<file path="config.mk">
export PLATFORM = sky130hd
export DESIGN_NAME = nbg_mul
export DESIGN_NICKNAME = d
export VERILOG_FILES = /design/src/hdl/nbg_mul.sv
export SDC_FILE = /design/constraint.sdc
export NUM_CORES = 2
export LEC_CHECK = 0
export ABC_AREA = 0
export BUFFER_PORTS_ARGS = -buffer_cell sky130_fd_sc_hd__buf_4
export CORE_MARGIN = 3
export CORE_UTILIZATION = 25
export DETAILED_ROUTE_END_ITERATION = 10
export GPL_ROUTABILITY_DRIVEN = 0
export SYNTH_ARGS = -nofsm -noshare
export SYNTH_HDL_FRONTEND = slang
export SYNTH_SLANG_ARGS = --single-unit
</file>
<file path="constraint.sdc">
create_clock -name clk -period 11.8 [get_ports clk]
set_input_delay 2.95 -clock clk [delete_from_list [all_inputs] [get_ports clk]]
set_output_delay 2.95 -clock clk [all_outputs]
set_load 0.005 [all_outputs]
</file>
<file path="src/hdl/nbg_mul.sv">
// Q32.32 signed multiply, saturating, from four 32x32 partial products.
module nbg_mul
(
    input  logic               clk,
    input  logic               rst_n,
    input  logic               start,
    input  logic signed [63:0] a,
    input  logic signed [63:0] b,
    output logic               done,
    output logic signed [63:0] p
);

    logic               active_reg;
    logic [2:0]         cnt_reg;
    logic [63:0]        ua_reg;
    logic [63:0]        ub_reg;
    logic               neg_reg;
    logic [63:0]        pp_reg;
    logic [127:0]       acc_reg;
    logic               done_reg;
    logic signed [63:0] p_reg;

    logic [31:0]  xh;
    logic [31:0]  yh;
    logic [6:0]   sh;
    logic [127:0] acc_next;
    logic [63:0]  limit;
    logic [63:0]  qmag;

    always_comb
    begin
        unique case (cnt_reg)
            3'd0:    begin xh = ua_reg[31:0];  yh = ub_reg[31:0];  end
            3'd1:    begin xh = ua_reg[31:0];  yh = ub_reg[63:32]; end
            3'd2:    begin xh = ua_reg[63:32]; yh = ub_reg[31:0];  end
            default: begin xh = ua_reg[63:32]; yh = ub_reg[63:32]; end
        endcase
        // shift of the product made in the previous step
        unique case (cnt_reg)
            3'd2, 3'd3: sh = 7'd32;
            3'd4:       sh = 7'd64;
            default:    sh = 7'd0;
        endcase
        acc_next = acc_reg + ({64'd0, pp_reg} << sh);
        limit = neg_reg ? 64'h8000_0000_0000_0000 : 64'h7FFF_FFFF_FFFF_FFFF;
        if (acc_reg[127:96] != 32'd0)
        begin
            qmag = limit;
        end
        else if (acc_reg[95:32] > limit)
        begin
            qmag = limit;
        end
        else
        begin
            qmag = acc_reg[95:32];
        end
    end

    always_ff @(posedge clk or negedge rst_n)
    begin
        if (!rst_n)
        begin
            active_reg <= 1'b0;
            cnt_reg    <= 3'd0;
            done_reg   <= 1'b0;
        end
        else
        begin
            done_reg <= 1'b0;
            if (start)
            begin
                active_reg <= 1'b1;
                cnt_reg    <= 3'd0;
                acc_reg    <= 128'd0;
                neg_reg    <= a[63] ^ b[63];
                ua_reg     <= a[63] ? 64'(-a) : 64'(a);
                ub_reg     <= b[63] ? 64'(-b) : 64'(b);
            end
            else if (active_reg)
            begin
                if (cnt_reg <= 3'd3)
                begin
                    pp_reg <= 64'(xh) * 64'(yh);
                end
                if (cnt_reg >= 3'd1 && cnt_reg <= 3'd4)
                begin
                    acc_reg <= acc_next;
                end
                if (cnt_reg == 3'd5)
                begin
                    p_reg      <= neg_reg ? 64'(-qmag) : qmag;
                    done_reg   <= 1'b1;
                    active_reg <= 1'b0;
                end
                else
                begin
                    cnt_reg <= cnt_reg + 3'd1;
                end
            end
        end
    end

    assign done = done_reg;
    assign p    = p_reg;

endmodule

</file>
Word-level counts from Yosys, hierarchy flattened
Cells that the tools add are included.
Word-level totals
  flip-flop bits (word level): 390
  latch bits: 0
  memory bits (writable): 0
  bits in read-only memories: 0
  bits of input ports: 131
  output and inout port bits: 65
  memories: 0
Cells by class
  $add $sub $neg: 5
  multiply operators: 1
  divide/modulo/power cells: 0
  magnitude comparators: 4
  eq/ne operators: 6
  shift operators: 1
  multiplexer cells: 20
  bitwise gates (word level): 2
  reductions and logical operators: 11
Operators with widths (count)
  128-bit 2-to-1 mux: 2
  64-bit 2-to-1 mux: 4
  64-bit negation: 3
  128-bit adder: 1
  64-bit by 7-bit << shifter with 128-bit output: 1
  63-bit 2-to-1 mux: 2
  64-bit > comparator: 1
  32-bit by 32-bit multiplier with 64-bit output: 1
  32-bit 2-to-1 mux: 2
  32-bit nonzero test: 1
  7-bit case mux with 2 select lines: 1
  3-bit 2-to-1 mux: 3
  4-bit AND reduction: 2
  3-bit by 2-bit == test with 1-bit output (second input constant): 2
  3-bit == test (second input constant): 2
  1-bit 2-to-1 mux: 6
  2-bit OR reduction: 3
  2-bit AND reduction: 2
  3-bit by 1-bit adder with 3-bit output (second input constant): 1
  3-bit by 1-bit == test with 1-bit output (second input constant): 1
  3-bit by 1-bit greater-or-equal comparator with 1-bit output (second input constant): 1
  3-bit by 2-bit less-or-equal comparator with 1-bit output (second input constant): 1
  3-bit less-or-equal comparator (second input constant): 1
  3-bit zero test: 1
  5 further kinds: 5

Logic depth before layout (Yosys ltp)
  word-level depth: 7
  mapped depth: 39
  gate-level depth less buffers: 35

Worst setup path before layout
No wires, ideal clock.
  path kind: register to register
  start: register cnt_reg[0]
  end: register pp_reg[63], data pin
  data arrival time: 9375 ps
  setup slack: 2165 ps
  cell stages (with the launch flop): 35
  path buffers: 4
  clock period less this slack: 9635 ps
  cell sequence: dfrtp_1 > inv_1 > ha_1 > o21ai_0 > buf_1 > buf_1 > buf_1 > mux2i_1 > clkbuf_1 > nor2_1 > fa_1 > inv_1 > fa_1 > inv_1 > fa_1 > fa_1 > fa_1 > fa_1 > fa_1 > inv_1 > fa_1 > inv_1 > ha_1 > a21o_1 > a21oi_1 > o21bai_1 > a21oi_1 > o21ai_0 > or4_1 > o221ai_1 > o21ai_0 > a211oi_1 > o21ai_0 > a21oi_1 > xnor2_1
On the way
  longest elaborated chain between the ends: 4
RTL lines
  from (decl): RTL line 14  | logic [2:0] cnt_reg;
  from (signal assigned): RTL line 98  | cnt_reg <= cnt_reg + 3'd1;
  3-bit by 1-bit == test with 1-bit output, or another cell as far along: RTL line 32  | unique case (cnt_reg)
  2-bit OR reduction (no line)
  32-bit 2-to-1 mux: RTL line 32
  32-bit by 32-bit multiplier with 64-bit output (*): RTL line 84  | pp_reg <= 64'(xh) * 64'(yh);
  to (signal assigned): RTL line 84
  to (decl): RTL line 18  | logic [63:0] pp_reg;
Mark *: on every way between the ends. The rest lies on a longest branch, timed or not.
A chain may end at the register's enable or synchronous reset.

Final worst setup path
Ends and elaborated chain as after synthesis.

==> run summary <==
Vertical die dimension -> 504 µm
Required time of the critical path -> 12220 ps
Total negative setup slack -> 0 ps
Count of final max-slew check failures -> 0
Ratio of routed vias to standard cells -> 5.01
Avg WL per Cell -> 20.1 µm
Clock insertion delay at the later pin of the skew report -> 690 ps
Distinct cell type count of the synthesized netlist -> 82
Startpoint-to-endpoint class of the critical path -> flip-flop to flip-flop
Prevailing post-synth register cell -> sky130_fd_sc_hd__edfxtp_1
Instance area at placement -> 0.0673 mm²
CTS root buf -> sky130_fd_sc_hd__clkbuf_16
Post-route ant nets -> 0
Area grow syn2layout -> 11.2%
Total area of multi-input combinational cells -> 0.0457 mm²
Via count -> 51413
Flip-flop count of the largest register, all copies and words added -> 128
Post-layout min period -> 10860 ps
Net count after synthesis -> 8399
Period utilization -> 0.920
Starting density of the core -> 0.252
Synthesis warning total -> 0
Number of gates resized after CTS -> 0
Maximum count of clock buffers along a single path -> 3
Die X -> 504 µm
Cells taking the most area after synthesis -> sky130_fd_sc_hd__fa_1, sky130_fd_sc_hd__edfxtp_1, sky130_fd_sc_hd__ha_1
Fin area -> 0.0689 mm²
Setup repair after global routing missed its margin -> false
Commonest cells in the netlist -> sky130_fd_sc_hd__inv_1, sky130_fd_sc_hd__fa_1, sky130_fd_sc_hd__nor2_1
Violation count after the first detailed-routing iteration -> 5268
Share of async-settable or async-resettable flops after synthesis -> 0.0128
Final core utilization -> 0.280
Hold-fix buffers at CTS -> 0
Die area -> 0.254 mm²
Area leader, netlist -> sky130_fd_sc_hd__fa_1
Final worst clock skew -> 71.6 ps
# Max-Cap Violations -> 0
Result of the run -> finished clean
TritonCTS buffer count -> 48
Post-CTS clock slew at the launch and capture registers of the worst setup and hold paths -> 60 ps
Total overflow reported by the global router -> 0
Most used cell, CP -> sky130_fd_sc_hd__fa_1
Number of standard-cell rows in the floorplan -> 182
Fraction of synthesized cell area taken by the top area cell type -> 0.290
Worst Setup End Kind -> flip-flop
Normalized max-slew margin -> 0.0640
Highest net fanout along the worst path -> 22
Final-layout fill cell count -> 26046
Number of placed I/O pins -> 196
Worst hold slack after final layout -> 610 ps
TritonCTS clock tree -> yes
Number of synthesized register bits -> 390
Most used standard cell by instance count after synthesis -> sky130_fd_sc_hd__inv_1
Syn Std Cell Area -> 0.0620 mm²
Number of global-route vias before repair -> 52690
Final wirelength -> 206000 µm
# clock sinks -> 390
Pin slew with the least headroom to its limit -> 1400 ps
Dpl hpwl -> 165000 µm
# setup viols final -> 0
Initial antenna violation count -> 4
Reg area -> 0.0117 mm²
Worst Hold Class -> flip-flop to flip-flop
CORE AREA -> 0.246 mm²
Global-route usage over all layers -> 0.159
Signal arrival time at the worst endpoint -> 11280 ps
Final Hold Fails -> 0
Maximum clock rate -> 92.1 MHz
Layout net count -> 8390
Stage delay of the slowest cell on the critical path -> 770 ps
Wire length of the first global-routing pass -> 317000 µm
Largest net degree at the start of global routing -> 151
H-Tree Depth -> 2
Type of element launching the critical path -> flip-flop
First-pass DRT Iterations -> 9
Slowest cell on the critical path -> sky130_fd_sc_hd__o21ai_4
Share of layout cells above drive strength 1 -> 0.0793
Post-Syn Instances -> 6909
Number of remaining DRC errors -> 0
Number of port buffers -> 195
EDFF count, synth -> 385
Number of buffers added for setup after CTS -> 0
Sequential cell area fraction in the yosys report -> 0.189
Average footprint of a synthesized cell -> 8.97 µm²
[cell type report]
class	instances	area share
antenna	1	0.0000363
clock buffer	53	0.0177
clock inverter	36	0.00505
inverter	929	0.0506
multi-input combinational	5228	0.663
sequential	390	0.170
tap	3312	0.0601
timing repair buffer	303	0.0334
[per-stage QoR]
step / setup WS, ps / std cells
5_1_grt: 418 / 10251
3_3_place_gp: 1110 / 10162
4_1_cts: 1010 / 10251
3_5_place_dp: 982 / 10162
2_1_floorplan: 2170 / 6909
6_report: 942 / 10252
[layer usage]
metal  GRT usage  part of all wire  vias to the layer above  routed length, µm
met3      0.0349             0.098                      487              20100
met4      0.0596             0.044                        4               8970
li1            -                 -                    22845                  -
met1       0.215              0.42                    25467              87400
met5           0           0.00012                        -                 24
met2       0.246              0.43                     2610              89400
[worst max-delay path, delay by kind of cell (launching register included)]
family,cells,cell delay (ps)
simple gates,2,190
flops,1,410
xor+xnor,1,100
compound gates,11,3500
fa+ha+maj,10,4600
buf+inv,6,1060
mux,1,700
[logic make-up after synthesis]
| kind of cell | count (synthesis) | share of synthesized area |
|---|---|---|
| and+or+nand+nor | 2197 | 0.154 |
| adders and majority gates | 1359 | 0.383 |
| buffers and inverters | 1291 | 0.0782 |
| AOI/OAI and AO/OA | 1200 | 0.124 |
| DFF | 390 | 0.189 |
| xor gates and xnor gates | 305 | 0.0431 |
| muxes | 167 | 0.0282 |
[final timing paths]
| kind | depth (start not counted) | from | slack (ps) | end |
|---|---|---|---|---|
| worst max-delay path | 31 | cnt_reg[0] | 940 | pp_reg[63] |
| worst min-delay path | 2 | acc_reg[10] | 610 | acc_reg[10] |
| worst max register to register | 31 | cnt_reg[0] | 940 | pp_reg[63] |
| worst min register to register | 2 | acc_reg[10] | 610 | acc_reg[10] |
| max in group asynchronous | 1 | rst_n | 8950 | active_reg |
| min in group asynchronous | 1 | rst_n | 2330 | done |
[layout by cell type, fill, tap and decap left out, drive strengths merged, types with 20 or more instances in the layout]
cell type and instances:
nor3 73, o21bai 54, nand2 830, nor2b 21, mux2i 104, o21ai 201
or4 33, nor2 848, buf 303, o21a 31, or3 40, nand2b 42
nand4 81, ha 462, clkbuf 53, a31oi 45, mux2 63, fa 897
nand3 62, o41ai 23, clkinv 24, a21oi 405, a22o 64, o22ai 20
a211oi 27, a21o 138, edfxtp 385, xor2 74, and2 24, o31ai 64
nor4 39, inv 933, xnor2 231, and3 57
Power is left out: the tool's default activity adds up to more than one toggle a clock period on the data nets, which glitch-free logic cannot reach.
