$ cat src/hdl/nbg_pkg.sv
package nbg_pkg;

    localparam logic signed [63:0] SMAX = 64'sh7FFF_FFFF_FFFF_FFFF;
    localparam logic signed [63:0] SMIN = 64'sh8000_0000_0000_0000;

    // request opcodes
    localparam logic CMD_LOAD = 1'b0;
    localparam logic CMD_STEP = 1'b1;

    // register indexes; each register sits at byte address 8*index
    localparam logic [2:0] REG_GRAV  = 3'd0;
    localparam logic [2:0] REG_DT    = 3'd1;
    localparam logic [2:0] REG_DAMP  = 3'd2;
    localparam logic [2:0] REG_SOFT  = 3'd3;
    localparam logic [2:0] REG_COUNT = 3'd4;

    // saturating signed add
    function automatic logic signed [63:0] sadd(input logic signed [63:0] a,
                                                input logic signed [63:0] b);
        logic signed [64:0] sum;
        sum = {a[63], a} + {b[63], b};
        if (sum[64] != sum[63])
        begin
            return sum[64] ? SMIN : SMAX;
        end
        return sum[63:0];
    endfunction

    // saturating signed subtract
    function automatic logic signed [63:0] ssub(input logic signed [63:0] a,
                                                input logic signed [63:0] b);
        logic signed [64:0] dif;
        dif = {a[63], a} - {b[63], b};
        if (dif[64] != dif[63])
        begin
            return dif[64] ? SMIN : SMAX;
        end
        return dif[63:0];
    endfunction

endpackage

$ cat src/hdl/nbg_div.sv
// (num << 32) / den, one quotient bit a cycle, saturating to the signed max.
module nbg_div
(
    input  logic        clk,
    input  logic        rst_n,
    input  logic        start,
    input  logic [63:0] num,
    input  logic [63:0] den,
    output logic        done,
    output logic [63:0] q
);

    logic        active_reg;
    logic [6:0]  cnt_reg;
    logic [95:0] dvd_reg;
    logic [63:0] den_reg;
    logic [63:0] rem_reg;
    logic [95:0] quo_reg;
    logic        done_reg;
    logic [63:0] q_reg;

    logic [63:0] rs;

    assign rs = {rem_reg[62:0], dvd_reg[95]};

    always_ff @(posedge clk or negedge rst_n)
    begin
        if (!rst_n)
        begin
            active_reg <= 1'b0;
            cnt_reg    <= 7'd0;
            done_reg   <= 1'b0;
        end
        else
        begin
            done_reg <= 1'b0;
            if (start)
            begin
                if (den == 64'd0)
                begin
                    q_reg    <= 64'(nbg_pkg::SMAX);
                    done_reg <= 1'b1;
                end
                else
                begin
                    active_reg <= 1'b1;
                    cnt_reg    <= 7'd96;
                    dvd_reg    <= {num, 32'd0};
                    den_reg    <= den;
                    rem_reg    <= 64'd0;
                    quo_reg    <= 96'd0;
                end
            end
            else if (active_reg)
            begin
                if (cnt_reg == 7'd0)
                begin
                    q_reg      <= (quo_reg[95:63] != 33'd0) ? 64'(nbg_pkg::SMAX)
                                                            : quo_reg[63:0];
                    done_reg   <= 1'b1;
                    active_reg <= 1'b0;
                end
                else
                begin
                    dvd_reg <= {dvd_reg[94:0], 1'b0};
                    if (rs >= den_reg)
                    begin
                        rem_reg <= rs - den_reg;
                        quo_reg <= {quo_reg[94:0], 1'b1};
                    end
                    else
                    begin
                        rem_reg <= rs;
                        quo_reg <= {quo_reg[94:0], 1'b0};
                    end
                    cnt_reg <= cnt_reg - 7'd1;
                end
            end
        end
    end

    assign done = done_reg;
    assign q    = q_reg;

endmodule

$ cat config.mk
export PLATFORM = sky130hd
export DESIGN_NAME = nbg_div
export DESIGN_NICKNAME = d
export VERILOG_FILES = /design/src/hdl/nbg_pkg.sv /design/src/hdl/nbg_div.sv
export SDC_FILE = /design/constraint.sdc
export NUM_CORES = 1
export LEC_CHECK = 0
export BUFFER_PORTS_ARGS = -buffer_cell sky130_fd_sc_hd__buf_2
export CORE_ASPECT_RATIO = 0.7
export CORE_MARGIN = 2
export CORE_UTILIZATION = 40
export CTS_CLUSTER_DIAMETER = 120
export DETAILED_ROUTE_END_ITERATION = 7
export HOLD_SLACK_MARGIN = 0.05
export MAX_ROUTING_LAYER = met4
export SLEW_MARGIN = 20
export SYNTH_ARGS = -nofsm -noshare
export SYNTH_HDL_FRONTEND = slang
export SYNTH_SLANG_ARGS = --single-unit
$ cat constraint.sdc
create_clock -name clk -period 18.1 [get_ports clk]
set_clock_uncertainty 0.15 [all_clocks]
set_input_delay 4.525 -clock clk [delete_from_list [all_inputs] [get_ports clk]]
set_output_delay 4.525 -clock clk [all_outputs]
set_load 0.005 [all_outputs]
-- Word level (Yosys, flattened, before mapping)
Index checks and enable logic that the tools add are counted.
- add/subtract/negate cells: 2
- multipliers: 0
- div/mod/pow operators: 0
- $lt $le $gt $ge: 1
- equality and inequality tests: 3
- shifts and indexed selects: 0
- multiplexer cells: 31
- bitwise operators: 1
- reductions and logical operators: 9
- operators with widths (kind ; number):
    two-way mux 96 bit ; 8
    two-way mux 64 bit ; 5
    two-way mux 63 bit ; 5
    greater-or-equal comparator 64 bit ; 1
    logical NOT 64 bit ; 1
    subtractor 63 bit ; 1
    nonzero test 33 bit ; 1
    two-way mux 7 bit ; 4
    two-way mux 1 bit ; 9
    AND reduction 4 bit ; 2
    logical NOT 7 bit ; 1
    subtractor 7 x 1 -> 7 bit, second input constant ; 1
    AND reduction 3 bit ; 2
    inequality test 2 bit, second input constant ; 2
    nonzero test 2 bit ; 2
    inequality test 2 x 1 -> 1 bit, second input constant ; 1
    NOT 1 bit ; 1
- register bits after elaboration: 392
- bits in latches: 0
- bits in writable memories: 0
- memory bits (read-only): 0
- input port bits: 131
- output and inout port bits: 65
- word-level logic and storage cells: 55
- memories kept: 0

-- Longest topological paths before layout
Gate-level depths: netlist (run 1).
- word-level depth: 5
- mapped depth: 15
- mapped depth without buffers: 13

-- Least setup slack after synthesis (run 1)
No wires, ideal clock.
- path type: in2reg
- start: input start
- end: register dvd_reg[32] (enable)
- setup time: 610 ps
- arrival: 10275 ps
- required time: 17340 ps
- path slack: 7064 ps
- cell stages on the path: 4
- buffers on the path: 0
- cell sequence: clkinv_1 -> nor2_1 -> o21bai_1 -> and2_1
- cells in the longest elaborated chain, start to end: 2
- elaborated cells on any way between the ends: 4
- classes of those cells: eq/ne: 2; reduce/logical: 2
- RTL lines (what ; RTL line ; RTL):
    start, declared ; nbg_div.sv:6 ; input logic start,
    inequality test 2 bit (no line) or nonzero test 2 bit (tied branches) ; n/a ;
    AND reduction 4 bit (no line) * ; n/a ;
    end signal, assigned ; nbg_div.sv:48 ; dvd_reg <= {num, 32'd0};
    end signal, assigned ; nbg_div.sv:65 ; dvd_reg <= {dvd_reg[94:0], 1'b0};
    end, declared ; nbg_div.sv:15 ; logic [95:0] dvd_reg;
Mark *: on every way between the ends. The rest lies on a longest branch, timed or not.
A chain may end at the register's enable or synchronous reset.

-- Final worst setup path (run 1)
- start: input start
- end: register quo_reg[23] (enable)
- cells in the longest elaborated chain, start to end: 2
- elaborated cells on any way between the ends: 4
- classes of those cells: eq/ne: 2; reduce/logical: 2
- RTL lines (what ; RTL line ; RTL):
    inequality test 2 bit (no line) or nonzero test 2 bit (tied branches) ; n/a ;
    AND reduction 4 bit (no line) * ; n/a ;
    end signal, assigned ; nbg_div.sv:69 ; quo_reg <= {quo_reg[94:0], 1'b1};
    end signal, assigned ; nbg_div.sv:74 ; quo_reg <= {quo_reg[94:0], 1'b0};
    end, declared ; nbg_div.sv:18 ; logic [95:0] quo_reg;
Marks and branches as above.

==> metrics.md, run 1 <==
| Metric | Value |
|---|---|
| Status | `completed` |
| R2R depth | `12` |
| Layout cells sized above 1 | `about 20%` |
| Synth Warn # | `0` |
| Initial core utilization | `40.8%` |
| RSZ-0062 raised after global routing | `no` |
| Slew headroom | `between 20% and 30%` |
| Leakage Power | `approximately 8.1 nW` |
| Mapped Nets | `around 1.7k` |
| Finished Core Util | `between 40% and 50%` |
| Synth Cell Area | `0.0180 sq mm` |
| H-tree Lvls | `2` |
| Final Cycle Share | `between 40 and 50%` |
| Clock Power Share | `approximately a third` |
| Area occupied by multi-input gates | `approximately 0.0066 sq mm` |
| Max rail drop VDD | `roughly 0.055 mV` |
| Reg2reg start | `den_reg[0]$_DFFE_PP_` |
| Post-synth top flop | `edfxtp_1` |
| Filler instances | `about 4.0k` |
| Core footprint | `around 0.044 sq mm` |
| First-pass GRT wire length | `approximately 67 mm` |
| Drt wl/cell | `around 18 microns` |
| MaxCap Viol Count | `0` |
| Placed Cells | `between 2k and 2.5k` |
| NumNets Final | `1,880` |
| Clock period minus worst slack | `8.33 ns` |
| Area Growth Syn to Fin | `15.0%` |
| Post-DP Area | `slightly below 0.02 sq mm` |
| Final TNS setup | `0 ns` |
| Pwr Density | `slightly above 100 mW/mm^2` |
| Reg-to-Reg End | `rem_reg[52]$_SDFFCE_PP0P_` |
| Total track usage | `between 10% and 20%` |
| Max FFs per register | `96` |
| RD Place Congestion | `roughly 0.93` |
| Sw power | `0.000582 W` |
| Fin. Hold Viols | `0` |
| FF+latch area | `0.0108 sq mm` |
| Post-synthesis cell type count | `70` |
| Die Area | `0.0467 sq mm` |
| Resized Gates After CTS | `0` |
| Vias in the first global route | `~12k` |
| GR Overflow Total | `0` |
| Clk_lat worst skew | `approximately 0.54 ns` |
| Final setup fails | `0` |
| Syn Area/Cell | `12.0 sq um` |
| Top cell type's share of synthesized area | `between 50% and 60%` |
| Maximum clock path buffer count | `3` |
| Crit path kind | `in2reg` |
| Post-route cell area | `roughly 0.021 sq mm` |
| HP Class | `reg2reg` |
| Hold buffers post-CTS | `0` |
| Largest cells by area after synthesis | `edfxtp_1 (59%), ha_1 (4.6%), mux2_2 (3.9%), nor2b_1 (3.5%), a21oi_1 (3.4%)` |
| Initial drt markers | `about 950` |
| Post-synth top area cell | `edfxtp_1` |
| Die X | `between 200 and 300 microns` |
| Initial antenna violation count | `9` |
| Via count | `between 10k and 15k` |
| Sw frac | `approximately 27%` |
| Worst path required time | `between 15 and 20 ns` |
| Logic pwr share | `~18%` |
| Clock Sinks | `360` |
| Final Non-Filler Cells | `approximately 2.3k` |
| Row cnt | `64` |
| Via density | `about 5.2` |
| ANT nets after route | `0` |
| Post-synthesis sequential area ratio | `59.9%` |
| CP max FO | `around 170` |
| First-pass DRT Iterations | `5` |
| Critical Path AT | `approximately 8.3 ns` |
| Internal power | `approximately 0.0016 W` |
| CTS Buf Count | `38` |
| Fmax | `between 100 and 150 MHz` |
| IO Port Bufs | `195` |
| Crit start category | `primary input` |
| Worst Tran Pin Value | `between 1 and 1.5 ns` |
| Most common cell after layout, fill and taps aside | `edfxtp_1` |
| R2R Setup Slk | `around 14 ns` |
| CTS root buffer | `clkbuf_16` |
| Post-synthesis cell count | `1,503` |
| CTS tree | `done` |
| DPL Wire Length | `roughly 29 mm` |
| Synth async-reset ratio | `2.50%` |
| Most frequent cells in the layout | `edfxtp_1 (351), buf_2 (194), nand2_1 (131)` |
| Drt total wl | `42.3 mm` |
| Drt drc | `0` |
| Die Y | `181 microns` |
| Seq cells post-synth | `between 300 and 400` |
| Critical Path Start | `start` |
| Count of pins over their slew limit | `0` |
| CP endpoint | `quo_reg[23]$_SDFFCE_PP0P_` |
| Largest net degree at the start of global routing | `around 170` |
| Kind of end point of the critical path | `register` |
| EDFF count, synth | `roughly 350` |
| # Post-CTS Setup Buffers | `0` |
| Ports | `about 200` |
| Sequential cell fraction of total power | `between 40 and 50%` |
| Clk slew on worst S/H paths | `about 0.060 ns` |
how the worst min path moves through the flow:
stage / endpoint / cells after the start / from
after detailed placement: q[18]$_SDFFCE_PP1P_ / 1 / quo_reg[18]$_SDFFCE_PP0P_
after CTS: q[18]$_SDFFCE_PP1P_ / 1 / quo_reg[18]$_SDFFCE_PP0P_
after global routing: q[38]$_SDFFCE_PP1P_ / 1 / quo_reg[38]$_SDFFCE_PP0P_
after global placement: cnt_reg[6]$_DFFE_PN0P_ / 2 / cnt_reg[6]$_DFFE_PN0P_
after floorplan: cnt_reg[6]$_DFFE_PN0P_ / 2 / cnt_reg[6]$_DFFE_PN0P_
final: q[18]$_SDFFCE_PP1P_ / 1 / quo_reg[18]$_SDFFCE_PP0P_
power by group through the flow:
stage,logic [W],clock network [W],registers (W)
6_report,0.000380,0.000757,0.00101
3_5_place_dp,0.000376,0,0.00102
4_1_cts,0.000378,0.000780,0.00101
3_3_place_gp,0.000371,0,0.00102
5_1_grt,0.000425,0.000809,0.00101
2_1_floorplan,0.000285,0,0.00102
critical path, cell delays in order:
cell and delay [ns]:
buf_6 0.57, clkinv_1 0.77, nor2_1 0.47, o21bai_1 0.30, and2_4 0.74, buf_12 0.65
Yosys cell counts, types with 4 or more instances:
master / n
edfxtp_1: 351
and2_1: 6
o21ai_2: 4
nor4_1: 31
or3_1: 4
nand4_1: 23
nor2_1: 69
clkbuf_1: 39
a211o_1: 5
o21ai_0: 53
buf_2: 19
o21bai_1: 16
nand2b_1: 74
or4_1: 5
mux2_2: 63
inv_1: 89
nand3_1: 25
xor2_1: 23
a21oi_1: 121
dfrtp_1: 9
a211oi_1: 9
nor3_1: 13
o21a_1: 8
a31oi_1: 14
and3_1: 8
nand2_1: 131
xnor2_1: 28
o211ai_1: 5
a21oi_2: 4
nor2b_1: 100
a21o_1: 20
ha_1: 66
buf_6: 4
o31ai_1: 5
routing by layer:
layer | global-route usage (%) | wire [microns] | up-vias
met4 | 4.39 | 739 | 0
met5 | - | 0 | -
met3 | 4.92 | 3320 | 60
li1 | - | - | 5845
met1 | 27.7 | 21200 | 5805
met2 | 25.3 | 17000 | 353
area by class of cell:
cell class | instances | area share (%)
clock buffer | 46 | 4.85
sequential | 360 | 52.1
tap | 594 | 3.60
inverter | 90 | 1.63
antenna | 9 | 0.109
multi-input combinational | 988 | 31.8
timing repair buffer | 204 | 5.14
clock inverter | 17 | 0.763
through the flow:
step / setup WS [ns] / total power (W) / hold WS, ns
after floorplan: 7.06 / 0.00130 / 0.327
after global placement: 9.27 / 0.00139 / 0.354
after detailed placement: 9.18 / 0.00140 / 0.358
after CTS: 9.74 / 0.00216 / 0.370
after global routing: 9.42 / 0.00225 / 0.393
final: 9.77 / 0.00214 / 0.368
cells by family after synthesis:
logic type	Yosys count	synth area share (%)
compound gates	299	10.4
xor+xnor	51	2.49
fa+ha+maj	67	4.71
buf+inv	155	3.59
flops	360	59.9
mux	66	4.11
other cells	1	0.0209
simple gates	504	14.8
Note: power is estimated with default switching activity, not from simulation.
==> run 2: changes to the inputs <==
==> constraint.sdc (replaced) <==
create_clock -name clk -period 7.9 [get_ports clk]
set_clock_uncertainty 0.15 [all_clocks]
set_input_delay 1.975 -clock clk [delete_from_list [all_inputs] [get_ports clk]]
set_output_delay 1.975 -clock clk [all_outputs]
set_load 0.005 [all_outputs]
==> run 2 against run 1 <==
  * Flip-flop and latch count stayed put
  * Die area stayed put
  * Power grew 130%
  * Via count is 0.17% higher
  * Clock power rose by 130%
  * Non-clock buffer count increased by 4
  * Sequential share of layout area fell by 0.14 points
  * Utilization up 0.12 points
  * Cell count up 0.52%
  * Setup slack got worse by 7.4 ns
  * Largest power group unchanged
==> metrics.md, run 2 (synthesized netlist as in run 1, its figures left out) <==
| Metric | Value |
|---|---|
| Final TNS setup | `0 ns (unchanged)` |
| Via count | `12.1k (+0.17%)` |
| HP Class | `reg2reg` |
| Kind of end point of the critical path | `register` |
| First-pass DRT Iterations | `5 (unchanged)` |
| Layout cells sized above 1 | `20.5% (+0.51 points)` |
| NumNets Final | `1,885 (+0.27%)` |
| Max FFs per register | `96 (unchanged)` |
| DPL Wire Length | `29.2 mm (+1.8%)` |
| Initial core utilization | `40.8% (unchanged)` |
| Worst hold path startpoint | `quo_reg[5]$_SDFFCE_PP0P_` |
| Final worst slack | `2.42 ns (-7.35 ns)` |
| Final setup fails | `0 (unchanged)` |
| Clk slew on worst S/H paths | `0.06 ns (about the same)` |
| CTS root buffer | `clkbuf_16` |
| Die X | `257 microns (unchanged)` |
| MaxCap Viol Count | `0 (unchanged)` |
| Dpl ws | `1.87 ns (-7.31 ns)` |
| Drt drc | `0 (unchanged)` |
| Leakage Power | `8.11 nW (+0.44%)` |
| WHS Endpoint | `q[5]$_SDFFCE_PP1P_` |
| Die Y | `181 microns (unchanged)` |
| R2R depth | `12 (unchanged)` |
| Max rail drop VDD | `0.127 mV (+130%)` |
| CTS Buf Count | `39 (+2.6%)` |
| RSZ-0062 raised after global routing | `no` |
| Die Area | `0.0467 sq mm (unchanged)` |
| Final Cycle Share | `between 60% and 70%` |
| Count of pins over their slew limit | `0 (unchanged)` |
| Hold buffers post-CTS | `0 (unchanged)` |
| Vias in the first global route | `11.9k (+0.19%)` |
| Pwr Density | `237 mW/mm^2 (+130%)` |
| ANT nets after route | `0 (unchanged)` |
| Area Growth Syn to Fin | `15.3%` |
| Status | `completed` |
| Reg-to-Reg End | `rem_reg[31]$_SDFFCE_PP0P_` |
| Crit start category | `primary input` |
| Worst hold stages | `1 (unchanged)` |
| Clk_lat worst skew | `0.54 ns (about the same)` |
| Crit path kind | `in2reg` |
| First-pass GRT wire length | `67.9 mm (+1.2%)` |
| Via density | `5.21 (-0.34%)` |
| Drt wl/cell | `18.4 microns (+0.21%)` |
| IO Port Bufs | `195 (unchanged)` |
| Resized Gates After CTS | `0 (unchanged)` |
| Largest delay share family, worst path | `simple AND/OR/NAND/NOR gates` |
| Core footprint | `0.0440 sq mm (unchanged)` |
| Maximum clock path buffer count | `3 (unchanged)` |
| Worst Tran Pin Value | `1.03 ns (-0.0934 ns)` |
| CTS tree | `done` |
| Clock Sinks | `360 (unchanged)` |
| CP Depth | `8 (+2)` |
| Crit-path slowest cell | `nor4_1` |
| CP max FO | `72 (-57%)` |
| Total track usage | `19.0% (+0.23 points)` |
| Worst path required time | `7.90 ns (-10.20 ns)` |
| Most frequent cells in the layout | `edfxtp_1 (351), buf_2 (194), nand2_1 (131)` |
| Slew headroom | `30.4% (+6.3 points)` |
| CP bufs+invs | `2 (-1)` |
| Drt total wl | `42.6 mm (+0.73%)` |
| Max incr delay on CP | `0.88 ns (+0.11 ns)` |
| Critical Path AT | `5.48 ns (-2.85 ns)` |
| Fin. Hold Viols | `0 (unchanged)` |
| Clock period minus worst slack | `around 5.5 ns` |
| Ports | `196 (unchanged)` |
| Most common cell after layout, fill and taps aside | `edfxtp_1` |
| Worst path cell trace | `buf_2 > nor4_1 > nand4_1 > nor4_1 > nor2_1 > o21bai_1 > and2_4 > buf_4` |
| Fmax | `approximately 180 MHz` |
| Row cnt | `64 (unchanged)` |
| Initial drt markers | `1,118 (+18%)` |
| GR Overflow Total | `0 (unchanged)` |
| RD Place Congestion | `0.927 (-0.44%)` |
| R2R Setup Slk | `3.53 ns (-10.22 ns)` |
| Largest net degree at the start of global routing | `115 (-32%)` |
| H-tree Lvls | `2 (unchanged)` |
| # Post-CTS Setup Buffers | `0 (unchanged)` |
| Initial antenna violation count | `9 (unchanged)` |
| CP most frequent cell | `nor4_1` |
| Reg2reg start | `den_reg[29]$_DFFE_PP_` |
## run 2: worst register-to-register path: cells and delay by family, from the launching register on
family / cells / cell delay (ns)
and+or+nand+nor: 1 / 0.13
AOI/OAI and AO/OA: 8 / 2.42
DFF: 1 / 0.39
adders and majority gates: 1 / 0.39
buffers and inverters: 2 / 0.69
## run 2: how the worst max path moves through the flow
stage               startpoint                         to  slack (ns)
floorplan                start  dvd_reg[32]$_SDFFCE_PN0P_        1.90
global placement        den[3]      dvd_reg[54]$_DFFE_PP_        1.90
detailed placement     den[32]      dvd_reg[54]$_DFFE_PP_        1.87
CTS                    den[32]      dvd_reg[39]$_DFFE_PP_        2.44
global route           den[32]      dvd_reg[75]$_DFFE_PP_        2.13
finish                 den[32]      dvd_reg[39]$_DFFE_PP_        2.42
## run 2: per-layer routing
layer  global-route usage (%)  wire length (microns)  vias up
li1                         -                      -     5894
met1                     29.1                  22000     5803
met2                     25.6                  17300      338
met3                     4.10                   2740       49
met4                     3.38                    599        0
met5                        -                      0        -
## run 2: cell type report
class / instances / area [sq um]
Multi-Input combinational cell: 988 / 6580
Inverter: 90 / 338
Sequential cell: 360 / 10800
Timing Repair Buffer: 208 / 1090
Clock inverter: 20 / 143
Fill cell: 4070 / 23300
Clock buffer: 50 / 1040
Antenna cell: 10 / 25.0
Tap cell: 594 / 743
## run 2: through the flow
| step | instances | power (W) | instance area, sq um | hold slack (ns) | util (%) |
|---|---|---|---|---|---|
| finish | 2320 | 0.00491 | 20700 | 0.372 | 47.1 |
| global placement | 2240 | 0.00320 | 19500 | 0.354 | 44.3 |
| CTS | 2310 | 0.00496 | 20700 | 0.374 | 47.0 |
| floorplan | 1503 | 0.00298 | 18000 | 0.327 | - |
| global route | 2319 | 0.00515 | 20700 | 0.395 | 47.1 |
| detailed placement | 2240 | 0.00321 | 19500 | 0.358 | 44.3 |
## run 2: where the power goes
part,internal (W),total (W),switching [W],leakage [nW]
Sequential,0.00225,0.00231,0.0000575,3.64
Combinational,0.000335,0.000876,0.000541,3.88
Clock,0.000968,0.00173,0.000759,0.583
==> run 3: changes to the inputs <==
==> constraint.sdc (replaced) <==
create_clock -name clk -period 4.81 [get_ports clk]
set_clock_uncertainty 0.15 [all_clocks]
set_input_delay 1.2025 -clock clk [delete_from_list [all_inputs] [get_ports clk]]
set_output_delay 1.2025 -clock clk [all_outputs]
set_load 0.005 [all_outputs]
==> run 3 against run 2 <==
  * Clock power increased by 71%
  * First-iteration DRC count increased by 3.0%
  * Critical path depth increased by 4
  * Non-clock buffer count increased by 13
  * Power increased by 67%
  * Die area unchanged
  * Via count increased by 0.94%
  * Combinational power increased by 68%
  * Sequential power increased by 64%
  * Count of clock-buffer cells in the layout increased by 2
  * Critical path type is now reg2reg
  * Largest cell class unchanged
==> metrics.md, run 3 (synthesized netlist as in run 1, its figures left out) <==
| Metric | Value |
|---|---|
| Ports | `196 (unchanged)` |
| DPL Wire Length | `30.2 mm (+3.3%)` |
| Crit start category | `register` |
| RD Place Congestion | `0.953 (+2.9%)` |
| Worst Tran Pin Value | `1.16 ns (+0.121 ns)` |
| Area Growth Syn to Fin | `16.8%` |
| Pwr Density | `392 mW/mm^2 (+65%)` |
| Sw power | `0.00218 W (+60%)` |
| CTS tree | `done` |
| Clock period minus worst slack | `about 4.1 ns` |
| Internal power | `0.00604 W (+70%)` |
| Drt total wl | `42.7 mm (+0.35%)` |
| Die Area | `0.0467 sq mm (unchanged)` |
| Clock Power Share | `36.0% (+0.8 points)` |
| Most common cell after layout, fill and taps aside | `edfxtp_1` |
| CP max FO | `34 (-53%)` |
| Fin. Hold Viols | `0 (unchanged)` |
| Via count | `12.2k (+0.94%)` |
| Sequential cell fraction of total power | `46.1% (-0.9 points)` |
| Dpl ws | `0.211 ns (-1.66 ns)` |
| Critical Path AT | `4.17 ns (-1.31 ns)` |
| Clk slew on worst S/H paths | `0.06 ns (about the same)` |
| RSZ-0062 raised after global routing | `no` |
| Sw frac | `26.5% (-1.2 points)` |
| Initial drt markers | `1,152 (+3.0%)` |
| H-tree Lvls | `2 (unchanged)` |
| Final setup fails | `0 (unchanged)` |
| Status | `completed` |
| Finished Core Util | `47.6% (+0.58 points)` |
| Most frequent cells in the layout | `edfxtp_1 (351), buf_2 (194), nand2_1 (131)` |
| # Post-CTS Setup Buffers | `0 (unchanged)` |
| Largest net degree at the start of global routing | `88 (-23%)` |
| Via density | `5.23 (+0.46%)` |
| Final worst slack | `0.734 ns (-1.69 ns)` |
| Row cnt | `64 (unchanged)` |
| Layout cells sized above 1 | `20.9% (+0.43 points)` |
| Die X | `257 microns (unchanged)` |
| Drt wl/cell | `18.3 microns (-0.13%)` |
| CTS Buf Count | `38 (-2.6%)` |
| Fmax | `about 250 MHz` |
| CTS root buffer | `clkbuf_16` |
| GR Overflow Total | `0 (unchanged)` |
| ANT nets after route | `0 (unchanged)` |
| Count of pins over their slew limit | `0 (unchanged)` |
| Slew headroom | `22.2% (-8.2 points)` |
| Crit path kind | `reg2reg` |
| Resized Gates After CTS | `0 (unchanged)` |
| Total power | `0.00822 W (+67%)` |
| Logic pwr share | `17.9% (about the same)` |
| Initial antenna violation count | `11 (+2)` |
| Worst path required time | `4.90 ns (-3.00 ns)` |
| Max FFs per register | `96 (unchanged)` |
| Final Cycle Share | `84.7%` |
| Drt drc | `0 (unchanged)` |
| Hold buffers post-CTS | `0 (unchanged)` |
| Final TNS setup | `0 ns (unchanged)` |
| Die Y | `181 microns (unchanged)` |
| Clk_lat worst skew | `0.53 ns (about the same)` |
| Maximum clock path buffer count | `3 (unchanged)` |
| Max rail drop VDD | `0.212 mV (+67%)` |
| Initial core utilization | `40.8% (unchanged)` |
| MaxCap Viol Count | `0 (unchanged)` |
| Core footprint | `0.0440 sq mm (unchanged)` |
| Filler instances | `4,016 (-1.3%)` |
| HP Class | `reg2reg` |
| Total track usage | `19.1% (+0.17 points)` |
| First-pass GRT wire length | `68.7 mm (+1.2%)` |
| Vias in the first global route | `12.1k (+1.9%)` |
| First-pass DRT Iterations | `5 (unchanged)` |
| Clock Sinks | `360 (unchanged)` |
| Leakage Power | `8.21 nW (+1.3%)` |
| Kind of end point of the critical path | `register` |
| NumNets Final | `1,897 (+0.64%)` |
| IO Port Bufs | `195 (unchanged)` |
-- run 3: changes by cell type in the layout (fill, tap and decap cells not counted), sizes merged --
| cell | before | now |
|---|---|---|
| clkinv | 17 | 7 |
| clkbuf | 50 | 52 |
| buf | 208 | 221 |
| inv | 91 | 90 |
| diode | 10 | 13 |
| bufinv | 1 | 5 |
-- run 3: layout make-up --
| type | count | area, sq um | area share, % |
|---|---|---|---|
| sequential | 360 | 10800 | 51.3 |
| multi-input combinational | 988 | 6580 | 31.4 |
| timing repair buffer | 221 | 1290 | 6.15 |
| clock buffer | 52 | 1030 | 4.93 |
| tap | 594 | 743 | 3.54 |
| inverter | 90 | 338 | 1.61 |
| clock inverter | 13 | 198 | 0.942 |
| antenna | 13 | 32.5 | 0.155 |
-- run 3: critical path, stage by stage, from the launching register on --
cell      delay, ns
edfxtp_1       0.41
ha_1           0.39
a21o_1         0.21
a21oi_1        0.15
o221ai_1       0.22
a221o_1        0.33
a31oi_2        0.35
a21oi_2        0.14
o21ai_4        0.82
buf_4          0.35
nor3_1         0.08
a21oi_1        0.13
nor2_1         0.05
-- run 3: metal layers --
| metal | up-vias | wire (microns) | GRT usage [%] |
|---|---|---|---|
| met4 | 0 | 721 | 4.12 |
| met1 | 5877 | 21500 | 28.9 |
| li1 | 5898 | - | - |
| met3 | 52 | 3290 | 4.48 |
| met2 | 370 | 17300 | 25.9 |
| met5 | - | 0 | - |
-- run 3: worst paths after layout --
| path | depth (start not counted) | from | end | slack (ns) |
|---|---|---|---|---|
| setup / recovery | 12 | rem_reg[28]$_SDFFCE_PP0P_ | rem_reg[3]$_SDFFCE_PP0P_ | 0.73 |
| hold / removal | 1 | quo_reg[50]$_SDFFCE_PP0P_ | q[50]$_SDFFCE_PP1P_ | 0.37 |
| setup reg to reg | 12 | rem_reg[28]$_SDFFCE_PP0P_ | rem_reg[3]$_SDFFCE_PP0P_ | 0.73 |
| hold reg to reg | 1 | quo_reg[50]$_SDFFCE_PP0P_ | q[50]$_SDFFCE_PP1P_ | 0.37 |
| max in group asynchronous | 1 | rst_n | done$_DFF_PN0_ | 3.91 |
| min in group asynchronous | 1 | rst_n | cnt_reg[4]$_DFFE_PN0P_ | 0.39 |
-- run 3: per-stage QoR --
step,instances,hold WS (ns),area (sq um)
2_1_floorplan,1503,0.327,18000
3_3_place_gp,2253,0.354,19700
3_5_place_dp,2253,0.356,19700
4_1_cts,2318,0.369,21000
5_1_grt,2329,0.376,21000
6_report,2331,0.373,21000
-- run 3: power by group through the flow --
stage	sequential, W	clock, W	combinational (W)
after floorplan	0.00382	0	0.00107
after global placement	0.00384	0	0.00144
after detailed placement	0.00385	0	0.00145
after CTS	0.00379	0.00306	0.00146
after global routing	0.00381	0.00318	0.00164
final	0.00379	0.00296	0.00147
